$ cat src/hdl/ires_pkg.sv
`default_nettype none

package ires_pkg;

  // Fixed field widths
  localparam int unsigned POS_W  = 16;
  localparam int unsigned BND_W  = 17;
  localparam int unsigned LVL_W  = 16;
  localparam int unsigned CFG_W  = 17;
  localparam int unsigned IDX_W  = 3;
  localparam int unsigned QUO_W  = 16;
  localparam int unsigned FRAC_W = 15;

  localparam logic [LVL_W-1:0] UNITY_GAIN = 16'h8000;

  typedef enum logic [1:0] {
    MODE_RESTART = 2'd0,
    MODE_APPEND  = 2'd1,
    MODE_READ    = 2'd2,
    MODE_NOP     = 2'd3
  } mode_e;

  typedef enum logic [1:0] {
    STAT_OK       = 2'd0,
    STAT_PAST_END = 2'd1,
    STAT_FULL     = 2'd2
  } status_e;

  typedef enum logic [IDX_W-1:0] {
    CFG_REVERSE     = 3'd0,
    CFG_ATTACK_END  = 3'd1,
    CFG_DECAY_END   = 3'd2,
    CFG_SUSTAIN_END = 3'd3,
    CFG_HOLD_END    = 3'd4,
    CFG_ATTACK_LVL  = 3'd5,
    CFG_DECAY_LVL   = 3'd6,
    CFG_SUSTAIN_LVL = 3'd7
  } cfg_idx_e;

  // Divider status towards the sequencer
  typedef struct packed {
    logic             done;
    logic [QUO_W-1:0] quot;
  } div_sts_t;

  // Saturate a level register to unity
  function automatic logic [LVL_W-1:0] sat_level(input logic [LVL_W-1:0] lvl);
    sat_level = (lvl > UNITY_GAIN) ? UNITY_GAIN : lvl;
  endfunction

endpackage

`default_nettype wire

$ cat src/hdl/ires_div.sv
`default_nettype none

// Restoring divider, one quotient bit a cycle. The quotient must fit QUO_W bits,
// i.e. the upper half of the dividend is below the divisor.
module ires_div
  import ires_pkg::*;
#(
  parameter int unsigned DEN_W = 17
) (
  input  wire logic               clk_i,
  input  wire logic               rst_ni,
  input  wire logic               start_i,
  input  wire logic [2*QUO_W-1:0] num_i,
  input  wire logic [DEN_W-1:0]   den_i,
  output div_sts_t                sts_o
);

  localparam int unsigned CNT_W = $clog2(QUO_W);
  localparam logic [CNT_W-1:0] LAST_STEP = CNT_W'(QUO_W - 1);

  logic             busy_q;
  logic             done_q;
  logic [CNT_W-1:0] cnt_q;
  logic [DEN_W-1:0] rem_q;
  logic [QUO_W-1:0] lo_q;
  logic [QUO_W-1:0] quot_q;

  logic [DEN_W:0]   trial;
  logic             fits;
  logic [DEN_W:0]   diff;

  assign trial = {rem_q, lo_q[QUO_W-1]};
  assign fits  = trial >= {1'b0, den_i};
  assign diff  = trial - {1'b0, den_i};

  always_ff @(posedge clk_i or negedge rst_ni) begin
    if (!rst_ni) begin
      busy_q <= 1'b0;
      done_q <= 1'b0;
      cnt_q  <= '0;
    end else begin
      done_q <= 1'b0;
      if (start_i) begin
        busy_q <= 1'b1;
        cnt_q  <= '0;
      end else if (busy_q) begin
        cnt_q <= cnt_q + 1'b1;
        if (cnt_q == LAST_STEP) begin
          busy_q <= 1'b0;
          done_q <= 1'b1;
        end
      end
    end
  end

  always_ff @(posedge clk_i) begin
    if (start_i) begin
      rem_q <= {{(DEN_W-QUO_W){1'b0}}, num_i[2*QUO_W-1:QUO_W]};
      lo_q  <= num_i[QUO_W-1:0];
    end else if (busy_q) begin
      rem_q  <= fits ? diff[DEN_W-1:0] : trial[DEN_W-1:0];
      lo_q   <= {lo_q[QUO_W-2:0], 1'b0};
      quot_q <= {quot_q[QUO_W-2:0], fits};
    end
  end

  assign sts_o.done = done_q;
  assign sts_o.quot = quot_q;

endmodule

`default_nettype wire

$ cat config.mk
export PLATFORM = sky130hd
export DESIGN_NAME = ires_div
export DESIGN_NICKNAME = d
export VERILOG_FILES = /design/src/hdl/ires_pkg.sv /design/src/hdl/ires_div.sv
export SDC_FILE = /design/constraint.sdc
export NUM_CORES = 1
export LEC_CHECK = 0
export BUFFER_PORTS_ARGS = -buffer_cell sky130_fd_sc_hd__clkbuf_2
export CORE_ASPECT_RATIO = 1.5
export CORE_UTILIZATION = 35
export DETAILED_ROUTE_END_ITERATION = 8
export GPL_ROUTABILITY_DRIVEN = 1
export PLACE_DENSITY = 0.53
export SLEW_MARGIN = 30
export SYNTH_ARGS = -nofsm -noshare
export SYNTH_HDL_FRONTEND = slang
export SYNTH_SLANG_ARGS = --single-unit
$ cat constraint.sdc
create_clock -name clk_i -period 7.1 [get_ports clk_i]
set_input_delay 0 -clock clk_i [delete_from_list [all_inputs] [get_ports clk_i]]
set_output_delay 0 -clock clk_i [all_outputs]
set_load 0.05 [all_outputs]
==> flow_summary.yaml, run 1 <==
min_path:
  worstHoldPathType: "in -> reg"
logic_synthesis:
  synth_warnings: 0
  synth_edf_count: 48
  synthTopCellsByCount: "48 x edfxtp_1, 25 x a21oi_1, 24 x nand2_1"
  synth_top_cell_by_area: "edfxtp_1"
  syn-num-nets: 356
  synth_flop_cell: "edfxtp_1"
  synth_area_mm2: 0.003183
  syn_area_per_cell_um2: 11.17
  yosysSeqAreaShare: 0.5063
  ys_types: 58
  syn_inst: 285
  synth_top_area_frac: 0.4528
  ys_async_sr_fraction: 0.1091
  yosysMostFrequentCell: "edfxtp_1"
  ys_ff_latch: 55
  ys_top_cells_by_area: "edfxtp_1 45%, ha_1 7.1%, mux2_2 5.3%"
sta:
  fin_crit_sh: 0.4953
  slew_headroom: 0.4358
  maxSlewViolCount: 0
  worst_slack_ns: 3.583
  setup_violations: 0
  fin_hold_ws_ns: 0.002292
  final_hold_viol_count: 0
  clock.fmax_mhz: 284.3
  clock-skew-final_ns: 0.006123
  fin_setup_tns_ns: 0
  min_period_ns: 3.517
  worst_pin_slew_ns: 0.8463
  rsz0062_at_grt: "false"
finish:
  nNetsFinal: 425
  diodes: 0
  final_layout_size_suffix_gt1_frac: 0.2761
  utilization: 0.4321
  fill_cells: 869
  areaGrowthSynthToFinish_pct: 19.85
critical_path:
  crit_fanout: 20
  worstPathRequired_ns: 7.15
  path_cells: "inv_1, ha_1, inv_1, fa_1, a211oi_2, o21bai_2, a21oi_2, a211o_1, o211a_1, clkinv_2, o21ai_1, o21ai_1"
  cp-start-kind: "register"
  worst_path_largest_cell_delay_ns: 0.61
  path_buf_inv: 3
  endpoint_kind: "register"
  path_delay_family: "compound AO/OA/AOI/OAI gates"
  cp_slowest_cell: "o211a_1"
  arrival_ns: 3.57
  crit_type: "reg -> reg"
detailed_routing:
  firstDrtPassIters: 6
  routed_wl_um: 7071
  vias_per_cell: 5.095
  drt_iter0_drc: 74
  ant_nets: 0
  routedWlPerCell_um: 15.21
  vias: 2369
  drc: 0
power:
  p_leak_nw: 1.659
  peakVddDrop_uv: 150.8
  p_per_area_mw_per_mm2: 359.3
clock_tree:
  insertion_delay_ns: 0.30
  path_clk_slew_ns: 0.07
  htreeDepth: 2
  clock_sinks: 55
  cts_buffers: 5
  cts_resized: 0
  cts_tree: "yes"
  clockRootBuffer: "clkbuf_16"
  clk_path_buf_depth: 2
global_routing:
  busiest_layer: "met2"
  antenna_found_initial: 0
  grt_pass1_vias: 2503
  use_met3: 0.02703
  grt.overflow.total: 0
  grt_pass1_wl_um: 11580
  grtUsageMet1: 0.1721
  grt_max_degree: 39
  gr-usage-all-layers: 0.1589
  use_met2: 0.3040
die:
  fp.dieH_um: 118.8
  start_util: 0.3605
  coreArea_mm2: 0.008828
  dieWidth_um: 79.87
  pin_count: 69
  placement_rows: 42
  fp.dieArea_mm2: 0.009488
run_status:
  status: "finished, final reports clean"
place:
  gp_congestion: 0.7573
  pre_cts_slack_ns: 3.559
  hpwlAfterDp_um: 5154
  io_buffers: 68
job:
  drv_cap: 0
[layer usage]
layer / share of wire / wire, µm
met4: 0.013 / 94
met1: 0.40 / 2835
met3: 0.032 / 225
met5: 0 / 0
met2: 0.55 / 3915
[cells by family (layout without fill, tap and decap cells)]
| group | count (synthesis) | after routing | share of synthesized area |
|---|---|---|---|
| AO/OA/AOI/OAI | 85 | 85 | 0.1851 |
| AND/OR/NAND/NOR | 64 | 64 | 0.09513 |
| flip-flops | 55 | 55 | 0.5063 |
| buffers and inverters | 33 | 103 | 0.04441 |
| adder cells (fa/ha/maj) | 19 | 19 | 0.07705 |
| multiplexers | 16 | 16 | 0.05621 |
| XOR/XNOR | 13 | 13 | 0.03577 |
[layout by cell type (no fill, tap or decap), types with 5 or more instances in the layout]
cell type and n:
a2bb2oi_1 8, inv_1 20, xnor2_1 8, edfxtp_1 48, nor2_1 18, o21ai_0 8
clkbuf_16 5, clkbuf_2 68, o21ai_1 6, ha_1 18, dfrtp_1 6, nand2_1 24
xor2_1 5, and2_1 6, a21oi_1 25, mux2_2 15
[state kept, by name (all words and copies together) (netlist names)]
register / flops
quot_q: 16
busy_q: 1
rem_q: 17
cnt_q: 4
lo_q: 16
done_q: 1
[what timing repair did]
action / CTS / global route
hold buffers: 4 / 0
buffers inserted: 0 / 0
hold endpoints to repair: 9 / 0
[report_power, final]
part	total, mW	leakage (nW)	switching (mW)	internal, mW
registers	0.474	0.580	0.0372	0.437
clock network	0.285	0.0815	0.117	0.168
logic	0.612	0.998	0.359	0.253
total	1.37	1.66	0.513	0.857
[stage by stage]
step,cells,power (mW),area [µm²]
global route,465,1.471,3815
floorplan,285,0.9659,3183
finish,465,1.371,3815
detailed placement,453,1.092,3607
CTS,465,1.385,3815
global placement,453,1.090,3607
[final timing paths]
| kind | start | to | slack (ns) | depth (start not counted) |
|---|---|---|---|---|
| worst max register to register | lo_q[15]$_DFFE_PP_ | rem_q[2]$_DFFE_PP_ | 3.58 | 12 |
| max in group asynchronous | rst_ni | busy_q$_DFF_PN0_ | 6.89 | 2 |
| worst min register to register | quot_q[3]$_DFFE_PP_ | quot_q[4]$_DFFE_PP_ | 0.46 | 0 |
| min in group asynchronous | rst_ni | cnt_q[1]$_DFFE_PN0P_ | 0.06 | 2 |
| worst max-delay path | lo_q[15]$_DFFE_PP_ | rem_q[2]$_DFFE_PP_ | 3.58 | 12 |
| worst min-delay path | num_i[3] | lo_q[3]$_DFFE_PP_ | 0.002 | 2 |
[final cells by class]
class / instances / area, µm² / area share
tap: 110 / 137.6 / 0.03608
sequential: 55 / 1612 / 0.4224
timing repair buffer: 72 / 380.4 / 0.09970
clock inverter: 2 / 38.79 / 0.01017
clock buffer: 6 / 128.9 / 0.03378
inverter: 23 / 87.58 / 0.02296
multi-input combinational: 197 / 1430 / 0.3749
(Power assumes the default switching activity.)
==> run 2: changes to the inputs <==
--- a/config.mk
+++ b/config.mk
@@ -5,6 +5,7 @@
 export SDC_FILE = /design/constraint.sdc
 export NUM_CORES = 1
 export LEC_CHECK = 0
+export ABC_AREA = 1
 export BUFFER_PORTS_ARGS = -buffer_cell sky130_fd_sc_hd__clkbuf_2
 export CORE_ASPECT_RATIO = 1.5
 export CORE_UTILIZATION = 35
==> constraint.sdc (replaced) <==
create_clock -name clk_i -period 3.5 [get_ports clk_i]
set_input_delay 0 -clock clk_i [delete_from_list [all_inputs] [get_ports clk_i]]
set_output_delay 0 -clock clk_i [all_outputs]
set_load 0.05 [all_outputs]
==> flow_summary.yaml, run 2 <==
clock_tree:
  htreeDepth: 2
  cts_tree: "yes"
  cts_buffers: 5
  clk_path_buf_depth: 2
  clockRootBuffer: "clkbuf_16"
  insertion_delay_ns: 0.30
  path_clk_slew_ns: 0.08
  clock_sinks: 55
finish:
  diodes: 0
  fin_cells: 711
  final_layout_size_suffix_gt1_frac: 0.2123
  final_area_mm2: 0.004623
  utilization: 0.4537
  largest_reg_flops: 17
  regMostFlops: "rem_q"
  multi_input_area_mm2: 0.001665
  final_cell_mix: "179 x nand2_1, 84 x inv_1, 68 x clkbuf_2"
  final_common_cell: "nand2_1"
  fill_cells: 1040
  areaGrowthSynthToFinish_pct: 25.38
  top_regs: "rem_q: 17 flops, lo_q: 16 flops, quot_q: 16 flops"
  register_area_mm2: 0.001612
  nNetsFinal: 640
detailed_routing:
  routedWlPerCell_um: 12.10
  firstDrtPassIters: 4
  drc: 0
  vias_per_cell: 4.440
  drt_iter0_drc: 145
  routed_wl_um: 8604
  ant_nets: 0
  vias: 3157
place:
  placed_cell_area_mm2: 0.004154
  io_buffers: 68
  hpwlAfterDp_um: 6318
  dp.cells: 672
  gp_congestion: 0.8311
run_status:
  status: "finished, violations left"
  violations: "negative hold slack"
die:
  fp.dieH_um: 127.7
  dieWidth_um: 85.81
  coreArea_mm2: 0.01019
  fp.dieArea_mm2: 0.01096
  pin_count: 69
  start_util: 0.3618
  placement_rows: 45
logic_synthesis:
  syn_area_per_cell_um2: 7.845
  ys_types: 33
  ys_async_sr_fraction: 0.1091
  syn-num-nets: 541
  synthTopCellsByCount: "179 x nand2_1, 84 x inv_1, 48 x edfxtp_1"
  yosysSeqAreaShare: 0.4371
  ys_ff_latch: 55
  synth_flop_cell: "edfxtp_1"
  synth_warnings: 0
  syn_inst: 470
  synth_edf_count: 48
  synth_top_cell_by_area: "edfxtp_1"
  synth_area_mm2: 0.003687
  ys_top_cells_by_area: "edfxtp_1 39%, nand2_1 18%, inv_1 8.6%"
  yosysMostFrequentCell: "nand2_1"
  synth_top_area_frac: 0.3909
global_routing:
  grt_pass1_wl_um: 14140
  grt_max_degree: 25
  grt_pass1_vias: 3099
  antenna_found_initial: 0
  gr-usage-all-layers: 0.1661
  grt.overflow.total: 0
critical_path:
  path_buf_inv: 2
  crit_type: "reg -> reg"
  cp_slowest_cell: "fa_1"
  path_delay_family: "simple AND/OR/NAND/NOR gates"
  worstPathRequired_ns: 3.68
  arrival_ns: 2.48
  cpMostUsedCell: "nand2_2"
  worst_path_largest_cell_delay_ns: 0.41
  path_cells: "inv_1, ha_1, inv_1, fa_1, nand2_2, nand2_2, nand3_2, nand2_2, nand2_2, nand2_4, nand2_4, nand2_8, nand2_1, nand3_1, nand2_1"
  crit_fanout: 18
  endpoint_kind: "register"
  cp-start-kind: "register"
sta:
  rsz0062_at_grt: "false"
  fin_hold_ws_ns: -0.004000
  final_hold_viol_count: 1
  worst_pin_slew_ns: 0.6800
  fin_setup_tns_ns: 0
  setup_violations: 0
  fin_crit_sh: 0.6578
  slew_headroom: 0.5457
  clock-skew-final_ns: 0.006855
  min_period_ns: 2.302
  clock.fmax_mhz: 434.4
  maxSlewViolCount: 0
power:
  p_per_area_mw_per_mm2: 658.9
  peakVddDrop_uv: 301.1
  total_power_mw: 3.046
  p_leak_nw: 2.461
job:
  drv_cap: 0
min_path:
  worstHoldPathType: "in -> reg"
-- run 2: cell types whose count changed in the layout (fill, tap and decap cells not counted), sizes merged, moves of 5 or more --
cell / before / now
a21o: 5 / 0
dlygate4sd3: 4 / 31
a2bb2oi: 9 / 0
o21ai: 14 / 4
mux2: 15 / 0
nand3: 3 / 47
and2: 6 / 1
inv: 21 / 88
a21oi: 26 / 11
nand2: 24 / 201
-- run 2: logic make-up after synthesis --
kind of cell             synth area share
AO/OA/AOI/OAI                     0.02816
XOR/XNOR                          0.01900
adder cells (fa/ha/maj)           0.06651
buffers and inverters              0.1113
flip-flops                         0.4371
AND/OR/NAND/NOR                    0.3380
-- run 2: per-layer routing --
layer  routed length (µm)  track usage
met5                    0            0
met4                  197      0.06176
met3                  367      0.02511
met2                 4671       0.3200
met1                 3367       0.1797
-- run 2: tightest hold or removal path, cell delays in order --
cell      delay, ns
clkbuf_2       0.08
nand2_1        0.04
nand2_1        0.07
-- run 2: worst paths after layout --
| kind | startpoint | end | slack (ns) | cells past startpoint |
|---|---|---|---|---|
| min in group asynchronous | rst_ni | cnt_q[2]$_DFFE_PN0P_ | 0.05 | 2 |
| worst min-delay path | num_i[26] | rem_q[10]$_DFFE_PP_ | -0.004 | 3 |
| worst max register to register | lo_q[15]$_DFFE_PP_ | rem_q[1]$_DFFE_PP_ | 1.20 | 15 |
| max in group asynchronous | rst_ni | cnt_q[3]$_DFFE_PN0P_ | 3.30 | 2 |
| worst min register to register | quot_q[1]$_DFFE_PP_ | quot_q[2]$_DFFE_PP_ | 0.46 | 0 |
| worst max-delay path | lo_q[15]$_DFFE_PP_ | rem_q[1]$_DFFE_PP_ | 1.20 | 15 |
-- run 2: power breakdown --
part / internal [mW] / switching, mW
Sequential: 0.872 / 0.0702
Combinational: 0.571 / 0.984
Clock: 0.292 / 0.257
-- run 2: area by class of cell --
class	count	share of cell area
multi-input cells	316	0.3602
flip-flops and latches	55	0.3486
repair buffers	103	0.1472
inverters	88	0.07145
well taps	141	0.03816
clock buffers	6	0.03004
clock inverters	2	0.004330
-- run 2: through the flow --
stage	setup slack [ns]	hold slack [ns]
6_report	1.198	-0.004000
5_1_grt	0.9760	0.001566
4_1_cts	1.144	0.0009294
3_5_place_dp	1.169	-0.1627
3_3_place_gp	1.234	-0.1653
2_1_floorplan	1.387	-0.2956
-- run 2: repair_timing --
action | CTS | global route
endpoints found under the hold margin | 36 | 0
gates resized for setup | 0 | 0
setup endpoints to repair | 0 | 0
setup buffers | 0 | 0
hold buffers | 31 | 0
